==> config.mk <==
export PLATFORM = sky130hd
export DESIGN_NAME = double_ended_ring_buffer
export DESIGN_NICKNAME = d
export VERILOG_FILES = /design/src/rtl/core/derb_pkg.sv /design/src/rtl/core/derb_ram.sv /design/src/rtl/core/derb_fifo.sv /design/src/rtl/core/derb_front.sv /design/src/rtl/core/derb_back.sv /design/src/rtl/core/double_ended_ring_buffer.sv
export SDC_FILE = /design/constraint.sdc
export NUM_CORES = 1
export LEC_CHECK = 0
export BUFFER_PORTS_ARGS = -buffer_cell sky130_fd_sc_hd__buf_2
export CORE_UTILIZATION = 39
export CTS_BUF_LIST = sky130_fd_sc_hd__clkbuf_4
export DETAILED_ROUTE_END_ITERATION = 8
export SLEW_MARGIN = 20
export SYNTH_ARGS = -nofsm -noshare
export SYNTH_HDL_FRONTEND = slang
export SYNTH_HIERARCHICAL = 1
export SYNTH_SLANG_ARGS = --single-unit
export TNS_END_PERCENT = 5
==> constraint.sdc <==
create_clock -name clk_i -period 5.4 [get_ports clk_i]
set_input_delay 1.08 -clock clk_i [delete_from_list [all_inputs] [get_ports clk_i]]
set_output_delay 1.08 -clock clk_i [all_outputs]
set_load 0.01 [all_outputs]
==> src/rtl/core/derb_pkg.sv <==
package derb_pkg;

  // fixed field widths
  localparam int unsigned FuncWidth      = 3;
  localparam int unsigned ValueWidth     = 32;
  localparam int unsigned SlotIndexWidth = 4;
  localparam int unsigned HeldCountWidth = 5;
  localparam int unsigned SizeWidth      = 5;

  // parameter defaults
  localparam int unsigned DefaultDepth     = 16;
  localparam int unsigned DefaultWordWidth = 32;

  // queue depths
  localparam int unsigned CmdQueueDepth = 2;
  localparam int unsigned ResQueueDepth = 4;

  // operation codes on the func field
  localparam logic [FuncWidth-1:0] FuncPushBack  = 3'd0;
  localparam logic [FuncWidth-1:0] FuncPushFront = 3'd1;
  localparam logic [FuncWidth-1:0] FuncPopBack   = 3'd2;
  localparam logic [FuncWidth-1:0] FuncPopFront  = 3'd3;
  localparam logic [FuncWidth-1:0] FuncReadSlot  = 3'd4;

  typedef enum logic [2:0] {
    OP_PUSH_BACK,
    OP_PUSH_FRONT,
    OP_POP_BACK,
    OP_POP_FRONT,
    OP_READ,
    OP_NONE
  } op_e;

  typedef struct packed {
    op_e                       op;
    logic [SlotIndexWidth-1:0] slot_index;
  } cmd_t;

  typedef struct packed {
    logic [ValueWidth-1:0]     read_value;
    logic [HeldCountWidth-1:0] held_count;
    logic                      dropped;
    logic                      fault;
  } res_t;

endpackage

==> src/rtl/core/derb_ram.sv <==
module derb_ram #(
  parameter int unsigned WIDTH = 32,
  parameter int unsigned DEPTH = 16
) (
  input  logic                     clk_i,
  input  logic                     we_i,
  input  logic [$clog2(DEPTH)-1:0] waddr_i,
  input  logic [WIDTH-1:0]         wdata_i,
  input  logic                     re_i,
  input  logic [$clog2(DEPTH)-1:0] raddr_i,
  output logic [WIDTH-1:0]         rdata_o
);

  logic [WIDTH-1:0] mem_q [DEPTH];
  logic [WIDTH-1:0] rdata_q;

  always_ff @(posedge clk_i) begin
    if (we_i) begin
      mem_q[waddr_i] <= wdata_i;
    end
    if (re_i) begin
      rdata_q <= mem_q[raddr_i];
    end
  end

  assign rdata_o = rdata_q;

endmodule

==> src/rtl/core/derb_fifo.sv <==
module derb_fifo #(
  parameter int unsigned WIDTH = 8,
  parameter int unsigned DEPTH = 2
) (
  input  logic                       clk_i,
  input  logic                       rst_ni,
  input  logic                       wr_en_i,
  input  logic [WIDTH-1:0]           wr_data_i,
  output logic                       full_o,
  input  logic                       rd_en_i,
  output logic [WIDTH-1:0]           rd_data_o,
  output logic                       empty_o,
  output logic [$clog2(DEPTH+1)-1:0] count_o
);

  localparam int unsigned PtrW = (DEPTH > 1) ? $clog2(DEPTH) : 1;
  localparam int unsigned CntW = $clog2(DEPTH + 1);

  logic [WIDTH-1:0] mem_q [DEPTH];
  logic [PtrW-1:0]  wr_ptr_q, wr_ptr_d, rd_ptr_q, rd_ptr_d;
  logic [CntW-1:0]  count_q, count_d;
  logic             do_wr, do_rd;

  assign full_o    = (count_q == CntW'(DEPTH));
  assign empty_o   = (count_q == '0);
  assign count_o   = count_q;
  assign rd_data_o = mem_q[rd_ptr_q];
  assign do_wr     = wr_en_i && !full_o;
  assign do_rd     = rd_en_i && !empty_o;

  always_comb begin
    wr_ptr_d = wr_ptr_q;
    rd_ptr_d = rd_ptr_q;
    count_d  = count_q;
    if (do_wr) begin
      wr_ptr_d = (wr_ptr_q == PtrW'(DEPTH - 1)) ? '0 : wr_ptr_q + PtrW'(1);
    end
    if (do_rd) begin
      rd_ptr_d = (rd_ptr_q == PtrW'(DEPTH - 1)) ? '0 : rd_ptr_q + PtrW'(1);
    end
    if (do_wr && !do_rd) begin
      count_d = count_q + CntW'(1);
    end else if (do_rd && !do_wr) begin
      count_d = count_q - CntW'(1);
    end
  end

  always_ff @(posedge clk_i or negedge rst_ni) begin
    if (!rst_ni) begin
      wr_ptr_q <= '0;
      rd_ptr_q <= '0;
      count_q  <= '0;
    end else begin
      wr_ptr_q <= wr_ptr_d;
      rd_ptr_q <= rd_ptr_d;
      count_q  <= count_d;
    end
  end

  always_ff @(posedge clk_i) begin
    if (do_wr) begin
      mem_q[wr_ptr_q] <= wr_data_i;
    end
  end

endmodule

==> src/rtl/core/derb_front.sv <==
module derb_front import derb_pkg::*; #(
  parameter int unsigned WORD_WIDTH = DefaultWordWidth
) (
  input  logic                        clk_i,
  input  logic                        rst_ni,
  input  logic                        push_i,
  input  logic [FuncWidth-1:0]        func_i,
  input  logic signed [ValueWidth-1:0] value_i,
  input  logic [SlotIndexWidth-1:0]   slot_index_i,
  output logic                        full_o,
  input  logic                        busy_i,
  input  logic                        cmd_pop_i,
  output logic                        cmd_valid_o,
  output cmd_t                        cmd_o,
  output logic [WORD_WIDTH-1:0]       cmd_word_o
);

  localparam int unsigned EntryW = WORD_WIDTH + $bits(cmd_t);

  cmd_t                  cmd_in;
  logic [WORD_WIDTH-1:0] word_in;
  logic [EntryW-1:0]     entry_out;
  logic                  q_full, q_empty;

  // classify the operation code
  always_comb begin
    cmd_in.slot_index = slot_index_i;
    unique case (func_i)
      FuncPushBack:  cmd_in.op = OP_PUSH_BACK;
      FuncPushFront: cmd_in.op = OP_PUSH_FRONT;
      FuncPopBack:   cmd_in.op = OP_POP_BACK;
      FuncPopFront:  cmd_in.op = OP_POP_FRONT;
      FuncReadSlot:  cmd_in.op = OP_READ;
      default:       cmd_in.op = OP_NONE;
    endcase
  end

  // fit the pushed word to the stored width
  if (WORD_WIDTH < ValueWidth) begin : g_narrow
    assign word_in = value_i[WORD_WIDTH-1:0];
  end else if (WORD_WIDTH == ValueWidth) begin : g_same
    assign word_in = value_i;
  end else begin : g_wide
    assign word_in = {{(WORD_WIDTH - ValueWidth){1'b0}}, value_i};
  end

  derb_fifo #(
    .WIDTH (EntryW),
    .DEPTH (CmdQueueDepth)
  ) u_cmd_q (
    .clk_i     (clk_i),
    .rst_ni    (rst_ni),
    .wr_en_i   (push_i && !full_o),
    .wr_data_i ({word_in, cmd_in}),
    .full_o    (q_full),
    .rd_en_i   (cmd_pop_i),
    .rd_data_o (entry_out),
    .empty_o   (q_empty),
    .count_o   ()
  );

  assign full_o      = q_full || busy_i;
  assign cmd_valid_o = !q_empty;
  assign {cmd_word_o, cmd_o} = entry_out;

endmodule

==> src/rtl/core/derb_back.sv <==
module derb_back import derb_pkg::*; #(
  parameter int unsigned DEPTH      = DefaultDepth,
  parameter int unsigned WORD_WIDTH = DefaultWordWidth
) (
  input  logic                  clk_i,
  input  logic                  rst_ni,
  input  logic                  cfg_we_i,
  input  logic [SizeWidth-1:0]  cfg_size_i,
  output logic                  busy_o,
  input  logic                  cmd_valid_i,
  input  cmd_t                  cmd_i,
  input  logic [WORD_WIDTH-1:0] cmd_word_i,
  output logic                  cmd_pop_o,
  input  logic                  res_pop_i,
  output logic                  res_empty_o,
  output res_t                  res_o
);

  localparam int unsigned AddrW   = $clog2(DEPTH);
  localparam int unsigned CntW    = $clog2(DEPTH + 1);
  localparam int unsigned ResCntW = $clog2(ResQueueDepth + 1);

  function automatic logic [AddrW-1:0] step_up(input logic [AddrW-1:0] p,
                                               input logic [CntW-1:0]  s);
    logic [CntW-1:0] n;
    n = CntW'(p) + CntW'(1);
    return (n >= s) ? '0 : AddrW'(n);
  endfunction

  function automatic logic [AddrW-1:0] step_down(input logic [AddrW-1:0] p,
                                                 input logic [CntW-1:0]  s);
    return (p == '0) ? AddrW'(s - CntW'(1)) : p - AddrW'(1);
  endfunction

  logic [CntW-1:0]       size_q, size_cfg;
  logic [AddrW-1:0]      front_q, front_d, back_q, back_d;
  logic [CntW-1:0]       count_q, count_d;
  logic                  clear_q;
  logic [AddrW-1:0]      clr_addr_q;
  logic                  inflight_q, rd_ok_q, dropped_q, fault_q;
  logic [HeldCountWidth-1:0] hc_q;

  logic                  issue, credit_ok;
  logic [ResCntW-1:0]    res_count;
  logic [ResCntW:0]      res_used;
  logic [AddrW-1:0]      front_up, front_dn, back_up, back_dn;
  logic                  ram_we, ram_re;
  logic [AddrW-1:0]      ram_waddr, ram_raddr;
  logic [WORD_WIDTH-1:0] ram_wdata, ram_rdata;
  logic                  dropped, fault, rd_ok;
  logic [ValueWidth-1:0] rd_ext;
  res_t                  res_in;

  // clamp a written size into 1..DEPTH
  always_comb begin
    if (cfg_size_i == '0) begin
      size_cfg = CntW'(1);
    end else if (cfg_size_i > DEPTH) begin
      size_cfg = CntW'(DEPTH);
    end else begin
      size_cfg = CntW'(cfg_size_i);
    end
  end

  // credit check keeps the result queue from overflowing
  assign res_used  = (ResCntW + 1)'(res_count) + (ResCntW + 1)'(inflight_q);
  assign credit_ok = res_used < (ResCntW + 1)'(ResQueueDepth);
  assign issue     = cmd_valid_i && !clear_q && !cfg_we_i && credit_ok;
  assign cmd_pop_o = issue;
  assign busy_o    = clear_q;

  assign front_up = step_up(front_q, size_q);
  assign front_dn = step_down(front_q, size_q);
  assign back_up  = step_up(back_q, size_q);
  assign back_dn  = step_down(back_q, size_q);
  assign ram_raddr = AddrW'(cmd_i.slot_index);

  always_comb begin
    front_d   = front_q;
    back_d    = back_q;
    count_d   = count_q;
    ram_we    = 1'b0;
    ram_waddr = front_q;
    ram_wdata = '0;
    ram_re    = 1'b0;
    dropped   = 1'b0;
    fault     = 1'b0;
    rd_ok     = 1'b0;
    if (clear_q) begin
      ram_we    = 1'b1;
      ram_waddr = clr_addr_q;
    end
    if (issue) begin
      unique case (cmd_i.op)
        OP_PUSH_BACK, OP_PUSH_FRONT: begin
          ram_we    = 1'b1;
          ram_wdata = cmd_word_i;
          if (count_q == '0) begin
            // empty ring: both ends land on the front slot
            back_d    = front_q;
            ram_waddr = front_q;
            count_d   = CntW'(1);
          end else if (cmd_i.op == OP_PUSH_BACK) begin
            back_d    = back_up;
            ram_waddr = back_up;
            if (back_up == front_q) begin
              front_d = front_up;
              dropped = 1'b1;
            end else begin
              count_d = count_q + CntW'(1);
            end
          end else begin
            front_d   = front_dn;
            ram_waddr = front_dn;
            if (front_dn == back_q) begin
              back_d  = back_dn;
              dropped = 1'b1;
            end else begin
              count_d = count_q + CntW'(1);
            end
          end
        end
        OP_POP_BACK: begin
          if (count_q == '0) begin
            fault = 1'b1;
          end else begin
            count_d   = count_q - CntW'(1);
            ram_we    = 1'b1;
            ram_waddr = back_q;
            back_d    = back_dn;
          end
        end
        OP_POP_FRONT: begin
          if (count_q == '0) begin
            fault = 1'b1;
          end else begin
            count_d   = count_q - CntW'(1);
            ram_we    = 1'b1;
            ram_waddr = front_q;
            front_d   = front_up;
          end
        end
        OP_READ: begin
          if (cmd_i.slot_index >= size_q) begin
            fault = 1'b1;
          end else begin
            ram_re = 1'b1;
            rd_ok  = 1'b1;
          end
        end
        OP_NONE: begin
        end
        default: begin
        end
      endcase
    end
  end

  always_ff @(posedge clk_i or negedge rst_ni) begin
    if (!rst_ni) begin
      size_q     <= CntW'(DEPTH);
      front_q    <= '0;
      back_q     <= '0;
      count_q    <= '0;
      clear_q    <= 1'b1;
      clr_addr_q <= '0;
      inflight_q <= 1'b0;
    end else begin
      inflight_q <= issue;
      if (cfg_we_i) begin
        size_q     <= size_cfg;
        front_q    <= '0;
        back_q     <= '0;
        count_q    <= '0;
        clear_q    <= 1'b1;
        clr_addr_q <= '0;
      end else begin
        front_q <= front_d;
        back_q  <= back_d;
        count_q <= count_d;
        if (clear_q) begin
          if (clr_addr_q == AddrW'(DEPTH - 1)) begin
            clear_q <= 1'b0;
          end else begin
            clr_addr_q <= clr_addr_q + AddrW'(1);
          end
        end
      end
    end
  end

  always_ff @(posedge clk_i) begin
    rd_ok_q   <= rd_ok;
    dropped_q <= dropped;
    fault_q   <= fault;
    hc_q      <= HeldCountWidth'(count_d);
  end

  derb_ram #(
    .WIDTH (WORD_WIDTH),
    .DEPTH (DEPTH)
  ) u_slots (
    .clk_i   (clk_i),
    .we_i    (ram_we),
    .waddr_i (ram_waddr),
    .wdata_i (ram_wdata),
    .re_i    (ram_re),
    .raddr_i (ram_raddr),
    .rdata_o (ram_rdata)
  );

  // stored word back to the signed output width
  if (WORD_WIDTH < ValueWidth) begin : g_sext
    assign rd_ext = {{(ValueWidth - WORD_WIDTH){ram_rdata[WORD_WIDTH-1]}}, ram_rdata};
  end else begin : g_trunc
    assign rd_ext = ram_rdata[ValueWidth-1:0];
  end

  always_comb begin
    res_in.read_value = rd_ok_q ? rd_ext : '0;
    res_in.held_count = hc_q;
    res_in.dropped    = dropped_q;
    res_in.fault      = fault_q;
  end

  derb_fifo #(
    .WIDTH ($bits(res_t)),
    .DEPTH (ResQueueDepth)
  ) u_res_q (
    .clk_i     (clk_i),
    .rst_ni    (rst_ni),
    .wr_en_i   (inflight_q),
    .wr_data_i (res_in),
    .full_o    (),
    .rd_en_i   (res_pop_i),
    .rd_data_o (res_o),
    .empty_o   (res_empty_o),
    .count_o   (res_count)
  );

endmodule

==> src/rtl/core/double_ended_ring_buffer.sv <==
// each result is registered in the back end and then buffered in the result queue
// throughput: one transaction per cycle while no clearing pass runs and the result queue
//   has room; slot memory writes and reads use separate ports
// reset (and every size write) empties the ring and runs a clearing pass that zeroes
//   all DEPTH slots; full stays high during that pass, config writes are still taken
module double_ended_ring_buffer import derb_pkg::*; #(
  parameter int unsigned DEPTH      = DefaultDepth,
  parameter int unsigned WORD_WIDTH = DefaultWordWidth
) (
  input  logic                         clk_i,
  input  logic                         rst_ni,
  // size register write channel
  input  logic                         cfg_valid_i,
  output logic                         cfg_ready_o,
  input  logic [SizeWidth-1:0]         size_in_use_i,
  // item queue side
  input  logic                         push_i,
  output logic                         full_o,
  input  logic [FuncWidth-1:0]         func_i,
  input  logic signed [ValueWidth-1:0] value_i,
  input  logic [SlotIndexWidth-1:0]    slot_index_i,
  // result queue side
  output logic                         empty_o,
  input  logic                         pop_i,
  output logic signed [ValueWidth-1:0] read_value_o,
  output logic [HeldCountWidth-1:0]    held_count_o,
  output logic                         dropped_o,
  output logic                         fault_o
);

  // front end to back end
  logic                  busy;
  logic                  cmd_valid, cmd_pop;
  cmd_t                  cmd;
  logic [WORD_WIDTH-1:0] cmd_word;
  res_t                  res;

  // the size register is always writable; a write restarts the clearing pass
  assign cfg_ready_o = 1'b1;

  // front end: decodes the op code, fits the word, buffers commands
  derb_front #(
    .WORD_WIDTH (WORD_WIDTH)
  ) u_front (
    .clk_i        (clk_i),
    .rst_ni       (rst_ni),
    .push_i       (push_i),
    .func_i       (func_i),
    .value_i      (value_i),
    .slot_index_i (slot_index_i),
    .full_o       (full_o),
    .busy_i       (busy),
    .cmd_pop_i    (cmd_pop),
    .cmd_valid_o  (cmd_valid),
    .cmd_o        (cmd),
    .cmd_word_o   (cmd_word)
  );

  // back end: owns pointers, count, slot memory and the result queue
  derb_back #(
    .DEPTH      (DEPTH),
    .WORD_WIDTH (WORD_WIDTH)
  ) u_back (
    .clk_i       (clk_i),
    .rst_ni      (rst_ni),
    .cfg_we_i    (cfg_valid_i && cfg_ready_o),
    .cfg_size_i  (size_in_use_i),
    .busy_o      (busy),
    .cmd_valid_i (cmd_valid),
    .cmd_i       (cmd),
    .cmd_word_i  (cmd_word),
    .cmd_pop_o   (cmd_pop),
    .res_pop_i   (pop_i),
    .res_empty_o (empty_o),
    .res_o       (res)
  );

  // unpack the oldest waiting result onto the ports
  assign read_value_o = res.read_value;
  assign held_count_o = res.held_count;
  assign dropped_o    = res.dropped;
  assign fault_o      = res.fault;

endmodule

==> impl_results.md <==
- Status: finished, final reports clean
- Critical Path Source: u_back/back_q[0]
- Ports: 91
- Startpoint types: flip-flop
- Period Utilization, post-route: 86.75%
- Drt pass-1 iters: 5
- Die extent in x: slightly below 300 um
- Unrepaired setup endpoints after global routing: false
- Via count: between 15000 and 20000
- Sequential group share of total power: 55.6%
- Hold Vio Cnt, Final: 0
- Clk_lat worst skew: 1.02 ns
- CP required: around 6.0 ns
- Initial antenna violation count: 2
- Routed Antenna Nets: 0
- Nets: a little under 2000
- Largest net degree at the start of global routing: 129
- Worst slew pin tran: 0.8992 ns
- Post-Syn Instances: 1662
- Mean post-synth cell area: 19.62 um2
- Share of cells above drive strength 1: 33.78%
- Pleak: 13.87 nW
- Combinational share of power: 4.3%
- Tot GR Track Use: 16.56%
- Syn Std Cell Area: 0.03261 mm2
- Setup TNS Final: 0 ns
- Fillers: 7091
- Worst min path class: in -> async
- Routed WL: 68710 um
- Slew headroom: between 40 and 50%
- DRC: 0
- Most used DFF post-synth: edfxtp_1
- Sw frac: 22.24%
- Worst Path Arrival: 5.28 ns
- Hold-fix buffers, CTS: 0
- Top-area cell type share of the netlist area: 71.64%
- Setup bufs post-CTS: 0
- # clock sinks: 821
- Clk root buf: clkbuf_4
- Largest cells by area after synthesis: edfxtp_1 72%, mux4_2 12%, dfrtp_1 2.5%, a22oi_1 1.5%, and2_1 1.4%
- Ys Warns: 6
- WS Path Type: reg -> reg
- First-pass GRT wire length: 105400 um
- CTS buffer count: between 200 and 250
- DIE AREA: 0.08478 mm2
- Max-cap violation count: 0
- Pint: 9.929 mW
- Vias/cell: 5.254
- FF-to-FF Start: u_back/back_q[0]
- Worst Path Max Fanout: 32
- Highest clock rate: 213.5 MHz
- Min Tclk post-route: 4.684 ns
- Rows: approximately 110
- Wirelength per Cell: 21.86 um
- Pwr/cell area: 343.8 mW/mm2
- Skew final: 0.06702 ns
- Number of port buffers: 89
- Total power: 12.77 mW
- NetSw: between 2 and 3 mW
- Initial DRC count: 1154
- Crit path capture type: flip-flop
- Floorplan core area: 0.08237 mm2
- CTS tree: yes
- Net count after synthesis: 1741
- Synth Register Bits: 821
- Initial core utilization: 39.59%
- Clock Path Buffers: 3
- GPL Wtd Cong: 0.8331
- GRT overflow: 0
- DPL Wire Length: between 40000 and 50000 um
- Clock Power Share: 40.1%
- Unique cell type count in the Yosys netlist: 75
- Post-CTS sizing: 0
- Clock slew at reported path FFs: 0.08 ns
- Max VDD drop: just over 0.0002 V
- Seq/Total Area, Yosys: 74.82%
- Largest area contributor in the netlist: edfxtp_1
- Area Overhead vs Synth: 13.90%
- CTS H-tree depth: 4
- Post-synth EDFFs: roughly 780
- Final Setup Violations: 0
- Die Y: 291.2 um
- Ys async rst share: 4.263%
- Fin. max-slew vios: 0
- Vias in the first global route: between 15000 and 20000
[state kept, by name, summed over array words and instances (netlist names), 2 cells and up]
register,flops
u_back/clr_addr_q,4
u_front/u_cmd_q/mem_q,78
u_back/u_res_q/count_o,3
u_back/u_res_q/mem_q,156
u_back/u_slots/mem_q,512
u_back/hc_q,5
u_back/u_slots/rdata_o,32
u_back/size_q,5
u_back/front_q,4
u_back/u_res_q/rd_ptr_q,2
u_back/u_res_q/wr_ptr_q,2
u_back/back_q,4
u_back/count_q,5
u_front/u_cmd_q/count_o,2
[cell families after synthesis]
logic type               Yosys count  share of synthesized area [%]
multiplexers                     224                          13.51
other                              1                        0.01150
AND/OR/NAND/NOR                  286                          4.596
flip-flops                       821                          74.82
buffers and inverters            113                          1.642
adder cells (fa/ha/maj)           30                          1.174
AO/OA/AOI/OAI                    163                          3.595
XOR/XNOR                          24                         0.6446
[metrics by stage]
| step | hold WS (ns) | worst slack [ns] | instances | instance area [um2] | utilization, % |
|---|---|---|---|---|---|
| after floorplan | 0.4383 | 0.05121 | 1662 | 32620 | - |
| after global placement | 0.4467 | 0.8034 | 2771 | 34490 | 41.87 |
| after detailed placement | 0.4583 | 0.5729 | 2771 | 34490 | 41.87 |
| after CTS | 0.08737 | 0.7222 | 3142 | 37140 | 45.09 |
| after global routing | 0.1248 | 0.3751 | 3143 | 37140 | 45.09 |
| final | 0.2040 | 0.7156 | 3144 | 37150 | 45.09 |
[cells in the mapped netlist (all sizes together) (5+ instances only)]
cell    count
a211oi      7
a21o        7
a21oi      18
a22oi      64
a31oi       5
and2       72
and3        8
buf        46
clkbuf     38
dfrtp      33
dfxtp       8
edfxtp    778
ha         29
inv        29
mux2       44
mux2i      12
mux4      168
nand2      68
nand2b      7
nand3      14
nand3b      5
nor2       54
nor2b       7
nor3       24
o21ai      25
o22ai       7
or2         5
xnor2      11
xor2       13
[power groups by stage]
stage / Combinational (mW) / Sequential (mW) / Clock (mW)
floorplan: 0.456 / 7.17 / 0
global placement: 0.559 / 7.23 / 0
detailed placement: 0.567 / 7.24 / 0
CTS: 0.568 / 7.10 / 5.33
global route: 0.600 / 7.11 / 5.65
finish: 0.552 / 7.10 / 5.12
[per-layer routing]
layer  track usage [%]  share of wire, %  vias to the layer above
met2             25.25                47                      524
met3             4.268               6.7                       77
met1             23.41                45                     8541
met4             4.891               1.4                        0
li1                  -                 -                     7377
met5                 0                 0                        -
[worst paths after layout]
check	endpoint	slack (ns)	depth (start not counted)
max in group asynchronous	u_front/u_cmd_q/rd_ptr_q	4.55	1
setup / recovery	u_back/u_slots/mem_q[3][5]	0.72	14
min in group clk_i	u_front/u_cmd_q/mem_q[1][23]	0.25	1
hold / removal	u_back/front_q[0]	0.20	1
setup reg to reg	u_back/u_slots/mem_q[3][5]	0.72	14
hold reg to reg	u_back/u_res_q/mem_q[3][6]	0.46	0
[layout make-up]
cell class                      instances  area (um2)  share of cell area [%]
Sequential cell                       821       24400                   65.70
Multi-Input combinational cell        728        7850                   21.13
Clock buffer                          298        2237                   6.023
Tap cell                             1070        1339                   3.604
Timing Repair Buffer                  123       788.3                   2.122
Clock inverter                         73       412.9                   1.112
Inverter                               29       108.9                  0.2930
Antenna cell                            2       5.005                 0.01347
[cell usage in the layout, fill, tap and decap left out, types with 5 or more instances in the layout]
master	Yosys	final
a21o_1	7	7
buf_12	0	7
nor3_2	2	7
a21oi_1	18	18
clkbuf_4	0	298
edfxtp_1	778	778
o22ai_1	6	6
nand3b_1	5	5
and3_1	8	7
and2_1	72	69
inv_6	0	5
clkinv_1	0	52
o21ai_1	7	7
nor3_1	22	16
a22oi_1	64	64
mux2i_1	12	12
buf_2	14	89
nand3_1	14	14
dfrtp_1	33	30
inv_1	27	27
o21ai_0	18	18
xor2_1	13	13
nand2_1	68	68
buf_4	15	27
nor2_1	54	39
ha_1	29	29
xnor2_1	11	11
a211oi_1	6	6
nand2b_1	7	7
clkinv_2	0	8
mux2_2	40	38
dfxtp_1	8	8
mux4_2	168	168
nor2_4	0	14
[worst max-delay path: stages (launching register included)]
cell and delay [ns]:
dfrtp_1 0.52, ha_1 0.36, xnor2_1 0.27, inv_1 0.11
ha_1 0.31, nand3_1 0.09, a21boi_1 0.11, nor3_2 0.37
nand2_1 0.15, o211ai_1 0.18, a21oi_1 0.08, o22ai_1 0.63
nand2_1 0.47, nor2_4 0.20, buf_4 0.43
(Power assumes the default switching activity.)
